==> src/hw/rtl/mlh_pkg.sv <==
// ----------------------------------------------------------------------------
// mlh_pkg: shared types and tables of the markdown line to HTML converter
// Holds the command format passed from the classifier to the byte emitter,
// the tag segment list, and the tables that expand a segment into bytes.
// ----------------------------------------------------------------------------
package mlh_pkg;

  localparam int unsigned MAX_LINE    = 1024;
  localparam int unsigned COL_W       = $clog2(MAX_LINE);
  localparam int unsigned MAX_RESULTS = 16;
  localparam int unsigned CNT_W       = $clog2(MAX_RESULTS);
  localparam int unsigned FIFO_DEPTH  = 4;
  localparam int unsigned PTR_W       = $clog2(FIFO_DEPTH);
  localparam int unsigned NSEG        = 11;
  localparam int unsigned SEG_W       = $clog2(NSEG);
  localparam int unsigned OFF_W       = 3;

  localparam logic [7:0] CH_HASH = "#";
  localparam logic [7:0] CH_STAR = "*";
  localparam logic [7:0] CH_DASH = "-";
  localparam logic [7:0] CH_NL   = 8'h0A;
  localparam logic [7:0] CH_ZERO = "0";

  // Segments in the order they are emitted within one beat's run
  typedef enum logic [SEG_W-1:0] {
    SEG_P_CLOSE   = 4'd0,
    SEG_UL_CLOSE  = 4'd1,
    SEG_UL_OPEN   = 4'd2,
    SEG_LI_OPEN   = 4'd3,
    SEG_P_OPEN    = 4'd4,
    SEG_H_OPEN    = 4'd5,
    SEG_TEXT      = 4'd6,
    SEG_H_CLOSE   = 4'd7,
    SEG_LI_CLOSE  = 4'd8,
    SEG_UL_CLOSE2 = 4'd9,
    SEG_P_CLOSE2  = 4'd10
  } seg_e;

  typedef enum logic [5:0] {
    MODE_START     = 6'b000001,
    MODE_HASHES    = 6'b000010,
    MODE_HEAD_BODY = 6'b000100,
    MODE_LIST_SKIP = 6'b001000,
    MODE_LIST_BODY = 6'b010000,
    MODE_PARA      = 6'b100000
  } mode_e;

  typedef struct packed {
    logic [NSEG-1:0] segs;
    logic [3:0]      level;
    logic [7:0]      text;
  } cmd_t;

  typedef struct packed {
    logic push;
    cmd_t cmd;
  } cmd_push_t;

  function automatic logic [OFF_W-1:0] seg_len(input seg_e s);
    logic [OFF_W-1:0] n;
    unique case (s)
      SEG_P_CLOSE, SEG_P_CLOSE2, SEG_UL_OPEN:                    n = 3'd5;
      SEG_UL_CLOSE, SEG_UL_CLOSE2, SEG_H_CLOSE, SEG_LI_CLOSE:    n = 3'd6;
      SEG_LI_OPEN, SEG_H_OPEN:                                   n = 3'd4;
      SEG_P_OPEN:                                                n = 3'd3;
      SEG_TEXT:                                                  n = 3'd1;
      default:                                                   n = 3'd1;
    endcase
    return n;
  endfunction

  function automatic logic [7:0] seg_char(input seg_e s, input logic [OFF_W-1:0] off,
                                          input logic [3:0] lvl, input logic [7:0] txt);
    logic [47:0] str;
    logic [7:0]  c;
    unique case (s)
      SEG_P_CLOSE, SEG_P_CLOSE2:   str = {"</p>", CH_NL, 8'h00};
      SEG_UL_CLOSE, SEG_UL_CLOSE2: str = {"</ul>", CH_NL};
      SEG_UL_OPEN:                 str = {"<ul>", CH_NL, 8'h00};
      SEG_LI_OPEN:                 str = {"<li>", 16'h0000};
      SEG_P_OPEN:                  str = {"<p>", 24'h000000};
      SEG_H_OPEN:                  str = {"<h0>", 16'h0000};
      SEG_H_CLOSE:                 str = {"</h0>", CH_NL};
      SEG_LI_CLOSE:                str = {"</li>", CH_NL};
      default:                     str = 48'h0;
    endcase
    c = str[8*(5-int'(off)) +: 8];
    if (s == SEG_TEXT) begin
      c = txt;
    end else if ((s == SEG_H_OPEN && off == 3'd2) || (s == SEG_H_CLOSE && off == 3'd3)) begin
      c = CH_ZERO + {4'h0, lvl};
    end
    return c;
  endfunction

endpackage

==> src/hw/rtl/mlh_front.sv <==
// ----------------------------------------------------------------------------
// mlh_front: line classifier
// Tracks line mode and open tags, turns each accepted beat that yields output into a command.
// ----------------------------------------------------------------------------
module mlh_front (
  input  logic                clk_i,
  input  logic                rst_ni,
  input  logic                beat_i,
  input  logic                eod_i,
  input  logic [7:0]          char_i,
  output mlh_pkg::cmd_push_t  push_o
);
  import mlh_pkg::*;

  logic             list_q, list_d, para_q, para_d, held_v_q, held_v_d;
  mode_e            mode_q, mode_d;
  logic [COL_W-1:0] col_q, col_d;
  logic [3:0]       lvl_q, lvl_d;
  logic [7:0]       held_q, held_d;

  logic [COL_W:0]   col_next;
  logic             term;
  logic [3:0]       lvl_new;
  logic [NSEG-1:0]  segs;
  logic [7:0]       text;

  always_comb begin
    col_next = {1'b0, col_q} + 1'b1;
    term     = (char_i == CH_NL) || (col_next >= (COL_W+1)'(MAX_LINE - 1));
    list_d   = list_q;
    para_d   = para_q;
    mode_d   = mode_q;
    held_d   = held_q;
    held_v_d = held_v_q;
    lvl_new  = lvl_q;
    segs     = '0;
    text     = char_i;
    if (eod_i) begin
      unique case (mode_q)
        MODE_HASHES: begin
          segs[SEG_H_OPEN]  = 1'b1;
          segs[SEG_H_CLOSE] = 1'b1;
        end
        MODE_HEAD_BODY: segs[SEG_H_CLOSE] = 1'b1;
        MODE_LIST_SKIP, MODE_LIST_BODY: segs[SEG_LI_CLOSE] = 1'b1;
        default: ;
      endcase
      segs[SEG_UL_CLOSE2] = list_q;
      segs[SEG_P_CLOSE2]  = para_q;
      list_d   = 1'b0;
      para_d   = 1'b0;
      mode_d   = MODE_START;
      col_d    = '0;
      lvl_d    = '0;
      held_d   = '0;
      held_v_d = 1'b0;
    end else begin
      unique case (mode_q)
        MODE_START: begin
          if (char_i == CH_HASH) begin
            segs[SEG_P_CLOSE]  = para_q;
            segs[SEG_UL_CLOSE] = list_q;
            para_d  = 1'b0;
            list_d  = 1'b0;
            lvl_new = 4'd1;
            mode_d  = MODE_HASHES;
            segs[SEG_H_OPEN]  = term;
            segs[SEG_H_CLOSE] = term;
          end else if (char_i == CH_STAR || char_i == CH_DASH) begin
            segs[SEG_P_CLOSE]  = para_q;
            segs[SEG_UL_OPEN]  = !list_q;
            segs[SEG_LI_OPEN]  = 1'b1;
            segs[SEG_LI_CLOSE] = term;
            para_d = 1'b0;
            list_d = 1'b1;
            mode_d = MODE_LIST_SKIP;
          end else begin
            segs[SEG_UL_CLOSE] = list_q;
            segs[SEG_P_OPEN]   = !para_q;
            list_d = 1'b0;
            para_d = 1'b1;
            if (!term) begin
              held_d   = char_i;
              held_v_d = 1'b1;
              mode_d   = MODE_PARA;
            end
          end
        end
        MODE_HASHES: begin
          if (char_i == CH_HASH) begin
            if (lvl_q < 4'd9) lvl_new = lvl_q + 4'd1;
            segs[SEG_H_OPEN] = term;
          end else begin
            segs[SEG_H_OPEN] = 1'b1;
            mode_d = MODE_HEAD_BODY;
          end
          segs[SEG_H_CLOSE] = term;
        end
        MODE_HEAD_BODY: begin
          segs[SEG_TEXT]    = 1'b1;
          segs[SEG_H_CLOSE] = term;
        end
        MODE_LIST_SKIP: begin
          mode_d = MODE_LIST_BODY;
          segs[SEG_LI_CLOSE] = term;
        end
        MODE_LIST_BODY: begin
          segs[SEG_TEXT]     = 1'b1;
          segs[SEG_LI_CLOSE] = term;
        end
        MODE_PARA: begin
          segs[SEG_TEXT] = held_v_q;
          text = held_q;
          if (!term) begin
            held_d   = char_i;
            held_v_d = 1'b1;
          end
        end
        default: ;
      endcase
      // close the line piece
      if (term || !(mode_q inside {MODE_START, MODE_HASHES, MODE_HEAD_BODY,
                                   MODE_LIST_SKIP, MODE_LIST_BODY, MODE_PARA})) begin
        mode_d   = MODE_START;
        col_d    = '0;
        lvl_d    = '0;
        held_d   = '0;
        held_v_d = 1'b0;
      end else begin
        col_d = col_next[COL_W-1:0];
        lvl_d = lvl_new;
      end
    end
    push_o.push      = beat_i && (|segs);
    push_o.cmd.segs  = segs;
    push_o.cmd.level = lvl_new;
    push_o.cmd.text  = text;
  end

  always_ff @(posedge clk_i or negedge rst_ni) begin
    if (!rst_ni) begin
      list_q   <= 1'b0;
      para_q   <= 1'b0;
      mode_q   <= MODE_START;
      col_q    <= '0;
      lvl_q    <= '0;
      held_q   <= '0;
      held_v_q <= 1'b0;
    end else if (beat_i) begin
      list_q   <= list_d;
      para_q   <= para_d;
      mode_q   <= mode_d;
      col_q    <= col_d;
      lvl_q    <= lvl_d;
      held_q   <= held_d;
      held_v_q <= held_v_d;
    end
  end

endmodule

==> src/hw/rtl/mlh_fifo.sv <==
// ----------------------------------------------------------------------------
// mlh_fifo: command queue
// Short queue of commands between the classifier and the byte emitter.
// ----------------------------------------------------------------------------
module mlh_fifo (
  input  logic               clk_i,
  input  logic               rst_ni,
  input  mlh_pkg::cmd_push_t push_i,
  input  logic               pop_i,
  output logic               full_o,
  output logic               empty_o,
  output mlh_pkg::cmd_t      head_o
);
  import mlh_pkg::*;

  cmd_t             mem_q [FIFO_DEPTH];
  logic [PTR_W-1:0] wr_q, rd_q;
  logic [PTR_W:0]   cnt_q;

  assign full_o  = (cnt_q == (PTR_W+1)'(FIFO_DEPTH));
  assign empty_o = (cnt_q == '0);
  assign head_o  = mem_q[rd_q];

  always_ff @(posedge clk_i) begin
    if (push_i.push) begin
      mem_q[wr_q] <= push_i.cmd;
    end
  end

  always_ff @(posedge clk_i or negedge rst_ni) begin
    if (!rst_ni) begin
      wr_q  <= '0;
      rd_q  <= '0;
      cnt_q <= '0;
    end else begin
      if (push_i.push) wr_q <= wr_q + 1'b1;
      if (pop_i)       rd_q <= rd_q + 1'b1;
      cnt_q <= cnt_q + (PTR_W+1)'(push_i.push) - (PTR_W+1)'(pop_i);
    end
  end

endmodule

==> src/hw/rtl/mlh_back.sv <==
// ----------------------------------------------------------------------------
// mlh_back: byte emitter
// Expands the head command segment by segment, one byte per beat.
// ----------------------------------------------------------------------------
module mlh_back (
  input  logic               clk_i,
  input  logic               rst_ni,
  input  logic               empty_i,
  input  mlh_pkg::cmd_t      head_i,
  input  logic               ready_i,
  output logic               valid_o,
  output logic [7:0]         byte_o,
  output logic               last_o,
  output logic               pop_o
);
  import mlh_pkg::*;

  logic [NSEG-1:0]  done_q;
  logic [OFF_W-1:0] off_q;
  logic [CNT_W-1:0] cnt_q;

  logic [NSEG-1:0]  rem, cur_hot;
  seg_e             cur;
  logic             seg_end, beat;

  always_comb begin
    rem = head_i.segs & ~done_q;
    cur = SEG_P_CLOSE;
    for (int i = NSEG - 1; i >= 0; i--) begin
      if (rem[i]) cur = seg_e'(i[SEG_W-1:0]);
    end
    cur_hot = NSEG'(1) << cur;
    seg_end = (off_q == seg_len(cur) - 3'd1);
    valid_o = !empty_i;
    byte_o  = seg_char(cur, off_q, head_i.level, head_i.text);
    last_o  = (seg_end && !(|(rem & ~cur_hot))) || (cnt_q == CNT_W'(MAX_RESULTS - 1));
    beat    = valid_o && ready_i;
    pop_o   = beat && last_o;
  end

  always_ff @(posedge clk_i or negedge rst_ni) begin
    if (!rst_ni) begin
      done_q <= '0;
      off_q  <= '0;
      cnt_q  <= '0;
    end else if (beat) begin
      if (last_o) begin
        done_q <= '0;
        off_q  <= '0;
        cnt_q  <= '0;
      end else begin
        cnt_q <= cnt_q + 1'b1;
        if (seg_end) begin
          done_q <= done_q | cur_hot;
          off_q  <= '0;
        end else begin
          off_q <= off_q + 1'b1;
        end
      end
    end
  end

endmodule

==> src/hw/rtl/markdown_line_to_html_stream_unit.sv <==
// ----------------------------------------------------------------------------
// markdown_line_to_html_stream_unit: markdown text to HTML byte stream
// Takes markdown bytes (or an end-of-document mark) and emits HTML bytes.
// ----------------------------------------------------------------------------
// Rate: the input takes one beat per cycle whenever the four-entry command
// queue has room. Each input beat yields a run of 0 to 16 output bytes, and
// the emitter sends one byte per cycle while m_axis_tready is high; tag
// bursts (up to 16 bytes) fill the queue and then hold the input. A beat
// with no result bytes never enters the queue. The last byte of each run is
// flagged with tlast. Lines longer than MAX_LINE-1 bytes are split.
module markdown_line_to_html_stream_unit (
  input  logic       clk_i,
  input  logic       rst_ni,
  input  logic       s_axis_tvalid,
  output logic       s_axis_tready,
  input  logic [7:0] s_axis_tdata,   // [7:0] char_byte
  input  logic       s_axis_tuser,   // [0] action: 1 = end of document
  output logic       m_axis_tvalid,
  input  logic       m_axis_tready,
  output logic [7:0] m_axis_tdata,   // [7:0] out_byte
  output logic       m_axis_tlast    // last byte of the run for one input beat
);
  import mlh_pkg::*;

  cmd_push_t push;
  cmd_t      head;
  logic      full, empty, pop, s_beat;

  // accept while the queue has room, regardless of the output side
  assign s_axis_tready = !full;
  assign s_beat        = s_axis_tvalid && s_axis_tready;

  // classify the beat and build its tag command
  mlh_front u_front (
    .clk_i  (clk_i),
    .rst_ni (rst_ni),
    .beat_i (s_beat),
    .eod_i  (s_axis_tuser),
    .char_i (s_axis_tdata),
    .push_o (push)
  );

  // hold commands so each side can stall independently
  mlh_fifo u_fifo (
    .clk_i   (clk_i),
    .rst_ni  (rst_ni),
    .push_i  (push),
    .pop_i   (pop),
    .full_o  (full),
    .empty_o (empty),
    .head_o  (head)
  );

  // expand the head command into output bytes
  mlh_back u_back (
    .clk_i   (clk_i),
    .rst_ni  (rst_ni),
    .empty_i (empty),
    .head_i  (head),
    .ready_i (m_axis_tready),
    .valid_o (m_axis_tvalid),
    .byte_o  (m_axis_tdata),
    .last_o  (m_axis_tlast),
    .pop_o   (pop)
  );

endmodule

==> config.mk <==
export PLATFORM = sky130hd
export DESIGN_NAME = markdown_line_to_html_stream_unit
export DESIGN_NICKNAME = d
export VERILOG_FILES = /design/src/hw/rtl/mlh_pkg.sv /design/src/hw/rtl/mlh_front.sv /design/src/hw/rtl/mlh_fifo.sv /design/src/hw/rtl/mlh_back.sv /design/src/hw/rtl/markdown_line_to_html_stream_unit.sv
export SDC_FILE = /design/constraint.sdc
export NUM_CORES = 1
export LEC_CHECK = 0
export BUFFER_PORTS_ARGS = -buffer_cell sky130_fd_sc_hd__buf_2
export CAP_MARGIN = 25
export CORE_MARGIN = 2
export CORE_UTILIZATION = 63
export DETAILED_ROUTE_END_ITERATION = 6
export MAX_ROUTING_LAYER = met4
export PLACE_DENSITY = 0.83
export SYNTH_ARGS = -nofsm -noshare
export SYNTH_HDL_FRONTEND = slang
export SYNTH_HIERARCHICAL = 1
export SYNTH_SLANG_ARGS = --single-unit
==> constraint.sdc <==
create_clock -name clk_i -period 8.4 [get_ports clk_i]
set_input_delay 2.1 -clock clk_i [delete_from_list [all_inputs] [get_ports clk_i]]
set_output_delay 2.1 -clock clk_i [all_outputs]
set_load 0.05 [all_outputs]
== Word-level counts from Yosys, hierarchy flattened ==
Memories as Yosys holds them, arrays and structs flattened.
Cells that the tools add are included.

* Flip-flop bits (word level): 56
* Bits in writable memories: 92
* Memory bits (read-only): 560
* Input port bits: 13
* Output and inout port bits: 11
* Logic and storage cells: 172
* Memories: 3

{| class="wikitable"
|+ Memory list
! memory !! depth !! width !! read ports !! clocked after Yosys merged registers in !! write ports !! RTL line !! RTL
|-
| (no name shown) || 16 || 32 || 1 || 0 || 0 || mlh_pkg.sv:76 || <nowiki>unique case (s)</nowiki>
|-
| u_fifo.mem_q || 4 || 23 || 1 || 0 || 1 || mlh_fifo.sv:16 || <nowiki>cmd_t mem_q [FIFO_DEPTH];</nowiki>
|-
| (no name shown) || 16 || 3 || 1 || 0 || 0 || mlh_pkg.sv:61 || <nowiki>unique case (s)</nowiki>
|}

* $add $sub $neg: 11
* Magnitude comparators: 2
* Equal/unequal tests: 22
* Shifts and indexed selects: 2
* Multiplexer cells: 81
* Bitwise logic cells: 5
* Reductions and logical operators: 33

{| class="wikitable"
|+ Operator list
! operator !! count
|-
| $mux W4 || 18
|-
| $mux W8 || 9
|-
| $shiftx A48 B32 Y8 || 1
|-
| $mux W6 || 6
|-
| $mux W1 || 27
|-
| $eq A8 B6 Y1 const B || 3
|-
| $and A11 B11 Y11 || 2
|-
| $mux W11 || 2
|-
| $not A11 Y11 || 2
|-
| $reduce_or A11 Y1 || 2
|-
| $mux W10 || 2
|-
| $pmux W6 S3 || 1
|-
| $pmux W8 S2 || 1
|-
| $eq A4 B3 Y1 const B || 3
|-
| $ne A4 B4 Y1 const B || 3
|-
| $add A10 B1 Y11 const B || 1
|-
| $ge A11 B10 Y1 const B || 1
|-
| $or A11 B11 Y11 || 1
|-
| $shl A1 B4 Y11 const A || 1
|-
| $mux W5 || 2
|-
| $pmux W1 S2 || 5
|-
| $mux W3 || 3
|-
| $add A4 B1 Y4 const B || 2
|-
| $eq A8 B4 Y1 const B || 1
|-
| 32 further kinds || 57
|}

== Logic depth before layout (Yosys ltp) ==
* Word-level depth: 22
* Mapped depth: 25
* Mapped depth without buffers: 22

== Cells and area by module ==
Netlist, hierarchy kept.

{| class="wikitable"
|+ By module, submodules not included
! module !! instances !! cells an instance !! area an instance (sq um) !! sequential area each (sq um)
|-
| mlh_fifo || 1 || 155 || 3751.1 || 2937.8
|-
| mlh_front || 1 || 281 || 2362.3 || 777.0
|-
| mlh_back || 1 || 277 || 2168.3 || 450.4
|-
| markdown_line_to_html_stream_unit || 1 || 2 || 10.0 || 0.0
|}

== Worst setup path before layout ==
OpenSTA, ideal clock, no wires.

* Path kind: reg2out
* From: register u_fifo.rd_q[0]
* To: output port m_axis_tlast
* Data arrival time: 4.457 ns
* Data required time: 6.300 ns
* Path slack: 1.843 ns
* Cell stages (with the launch flop): 19
* Buffers on the path: 4
* Path through: dfrtp_1 buf_6 buf_12 mux4_2 or2b_1 o211ai_1 or2_2 a21oi_1 ha_1 clkbuf_1 a22oi_1 o21a_1 ha_1 xnor2_1 o21ai_0 and2_1 or2_2 o41ai_4 buf_6

{| class="wikitable"
|+ RTL lines
! element !! RTL line !! RTL
|-
| from (decl) || mlh_fifo.sv:17 || <nowiki>logic [PTR_W-1:0] wr_q, rd_q;</nowiki>
|-
| from (signal assigned) || mlh_fifo.sv:37 || <nowiki>if (pop_i) rd_q <= rd_q + 1'b1;</nowiki>
|-
| to (decl) || markdown_line_to_html_stream_unit.sv:21 || <nowiki>output logic m_axis_tlast</nowiki>
|}

==> impl_results.md <==
* Maximum capacitance violations at 0
* Internal reg-to-reg setup slack at 1670 ps
* Core area at 0.0127 mm²
* Synth unique cells at 86
* Pre-CTS setup slack at around 1100 ps
* Cts hold-fix bufs at 0
* Area contributors post-synth: edfxtp_1, dfrtp_1, mux4_2, ha_1, nand2_1
* Comb pwr share at 46.3%
* Drt via density at 6.92
* R2R Path End: u_fifo/cnt_q[2]$_DFF_PN0_
* Psw at about 1.5 mW
* Netlist Area Pre-Place at 0.00829 mm²
* Area growth, synth to finish at 10.2%
* Placed Cells incl. Taps at 886
* Routed wire length at 20.6 mm
* Pre-antenna DRT Iters at 5
* Count of warnings emitted by yosys at 6
* Post-synthesis cell count at 715
* Root Buffer: clkbuf_16
* Critical path type: register to output pin
* Critical Path Slowest Stage Cell: dfrtp_1
* Seq pwr share at 31.0%
* Final Core Density at 71.8%
* Run status: completed
* PD cells at about 370 mW/mm²
* ANT nets after route at 0
* Worst slew pin tran at 888 ps
* WHS Endpoint: u_front/held_q[1]$_DFFE_PN0P_
* Final setup viols at 0
* Min cycle time layout at 7740 ps
* Initial Util at between 60% and 70%
* Ports at 24
* Top cell type's share of synthesized area at 33.3%
* Min-delay src: u_front/held_q[1]$_DFFE_PN0P_
* Worst Reg-to-Reg Cells at 22
* Period utilisation layout at 92.2%
* Yosys reg bits at 148
* Die ar. at ~0.014 mm²
* Clock Skews at 11.3 ps
* Worst Path Arrival at roughly 5600 ps
* Clock network fraction of design power at 22.7%
* Hold Fails Final Rpt at 0
* All-layer global routing usage at 31.3%
* Main synth FF type: edfxtp_1
* Row count at between 40 and 50
* Proportion of layout cells with a drive suffix above 1 at between 10% and 20%
* Nets at 772
* Most common cell after layout, fill and taps aside: edfxtp_1
* Fin worst setup slack at approximately 660 ps
* Maximum VDD drop at slightly below 0.2 mV
* Chip Width at 119 µm
* Post-CTS Resized at 0
* Residual DRC count at 0
* Startpoint types: register
* Vias in the first global route at 6043
* Most frequent cells in the layout: edfxtp_1, dfrtp_1, nand2_1, nor2_1, a21oi_1
* Initial antenna violation count at 0
* Fmax at 0.129 GHz
* Internal cell power at 1.92 mW
* CTS sink cnt at about 150
* Post-DP HPWL at 13.8 mm
* Maximum root-to-sink buffer count at 2
* Cts bufs inserted at 17
* Total gr overflow at 0
* Final TNS setup at 0 ps
* CTS tree: built
* Starting DRT DRC Count at between 700 and 800
* Post-CTS setup buffers at 0
* Synth area leader: edfxtp_1
* Layout Cells excl Fill at 918
* Worst min path class: register to register
* Worst EP required at 6300 ps
* Final Max Tran Viols at 0
* Worst hold stages at 1
* Worst-Skew Late Latency at approximately 430 ps
* Post-synth EDFFs at slightly above 90
* H-tree level count at 4
* Buffers on Ports at 23
* Max incr delay on CP at 780 ps
* # diodes at 0
* Mapped Nets at 754
* Crit Path Max Fanout at 12
* Placer congestion estimate at ~0.98
* Worst r2r src: u_fifo/rd_q[0]$_DFFE_PN0P_
* Via count at 6350
* Asr flop ratio synth at around 38%
* Slew HR at 40.3%
* Global-route wire length before repair at around 33 mm
* Largest net degree at the start of global routing at 57
* WL/cell at between 20 and 25 µm
* LEAKAGE at about 3.4 nW
* Avg Cell Area, Syn at 11.6 µm²
* Seq/Total Area, Yosys at 50.2%
* Unrepaired setup endpoints after global routing: false
* Sw frac at between 40% and 50%
* Clk slew on worst S/H paths at 70 ps
* Crit-path cells: mux4_2 -> or2b_1 -> o211ai_1 -> or2_2 -> a21oi_1 -> ha_1 -> a22oi_1 -> o21a_1 -> ha_1 -> xnor2_1 -> o21ai_0 -> and2_1 -> or2_2 -> o41ai_4 -> buf_2
* Endpoint class of the critical path: output pin
* Die Y at roughly 120 µm
## worst max path at each step
stage | start | endpoint | slack, ps | depth (start not counted)
after floorplan | u_fifo/rd_q[0]$_DFFE_PN0P_ | m_axis_tlast | 1840 | 18
after global placement | u_fifo/rd_q[0]$_DFFE_PN0P_ | m_axis_tlast | 1280 | 15
after detailed placement | u_fifo/rd_q[0]$_DFFE_PN0P_ | m_axis_tlast | 1150 | 16
after CTS | u_fifo/rd_q[0]$_DFFE_PN0P_ | m_axis_tlast | 650 | 16
after global routing | u_fifo/rd_q[0]$_DFFE_PN0P_ | m_axis_tlast | 320 | 16
final | u_fifo/rd_q[0]$_DFFE_PN0P_ | m_axis_tlast | 660 | 15
## worst max-delay path, delay by kind of cell, from the launching register on
kind,cells,cell delay (ps)
multiplexers,1,590
XOR/XNOR,1,240
AO/OA/AOI/OAI,6,1500
buffers and inverters,1,320
adder cells (fa/ha/maj),2,700
AND/OR/NAND/NOR,4,1070
flip-flops,1,780
## power by group through the flow
| stage | sequential, mW | clock [mW] | combinational [mW] |
|---|---|---|---|
| CTS | 1.04 | 0.777 | 1.55 |
| detailed placement | 1.05 | 0 | 1.54 |
| global placement | 1.05 | 0 | 1.51 |
| floorplan | 0.985 | 0 | 1.24 |
| global route | 1.06 | 0.806 | 1.69 |
| finish | 1.05 | 0.770 | 1.57 |
## cell usage after synthesis, types with 7 or more instances
library cell and count:
nor2_1 41, mux4_2 18, a22o_1 9, nand2_1 48, ha_1 25, a21oi_1 35, o211ai_1 7, clkbuf_1 18
nor2b_1 13, buf_2 11, nand2b_1 13, inv_1 32, a21oi_2 9, dfrtp_1 55, nand4_1 12, nand3_1 18
edfxtp_1 92, a41oi_1 9, and2_1 15, mux2_2 10, and3_1 9, o21ai_0 34, a31oi_1 19, o22ai_1 10
nor3_1 13
## flip-flops by register name, indices dropped and copies added, names as in the netlist
name	flops
u_fifo/mem_q	92
u_back/done_q	11
u_front/col_q	10
u_front/held_q	8
u_front/mode_q	6
u_back/cnt_q	4
u_front/lvl_q	4
u_back/off_q	3
u_fifo/cnt_q	3
u_fifo/rd_q	2
u_fifo/wr_q	2
u_front/held_v_q	1
u_front/list_q	1
u_front/para_q	1
## layout make-up
class	instances	area, µm²
Tap cell	172	215
Multi-Input combinational cell	495	3780
Timing Repair Buffer	37	248
Inverter	34	128
Clock inverter	12	153
Sequential cell	148	4170
Fill cell	866	3590
Clock buffer	20	447
## layer usage
metal / part of all wire, % / global-route usage [%]
met1: 41 / 41.1
met3: 6.6 / 5.74
met5: 0 / -
met2: 49 / 49.1
met4: 3.2 / 12.1
## through the flow
step / power, mW / hold slack (ps) / area [µm²]
global route: 3.56 / 531 / 9130
finish: 3.39 / 503 / 9130
detailed placement: 2.59 / 485 / 8530
global placement: 2.56 / 476 / 8480
CTS: 3.37 / 503 / 9130
floorplan: 2.22 / 460 / 8290
## logic make-up after synthesis
logic type | share of synthesized area [%]
buffers and inverters | 4.23
and+or+nand+nor | 15.1
DFF | 50.2
xor gates and xnor gates | 1.27
adders and majority gates | 4.01
AOI/OAI and AO/OA | 16.9
muxes | 8.31
Power figures use the tool's default switching activity.
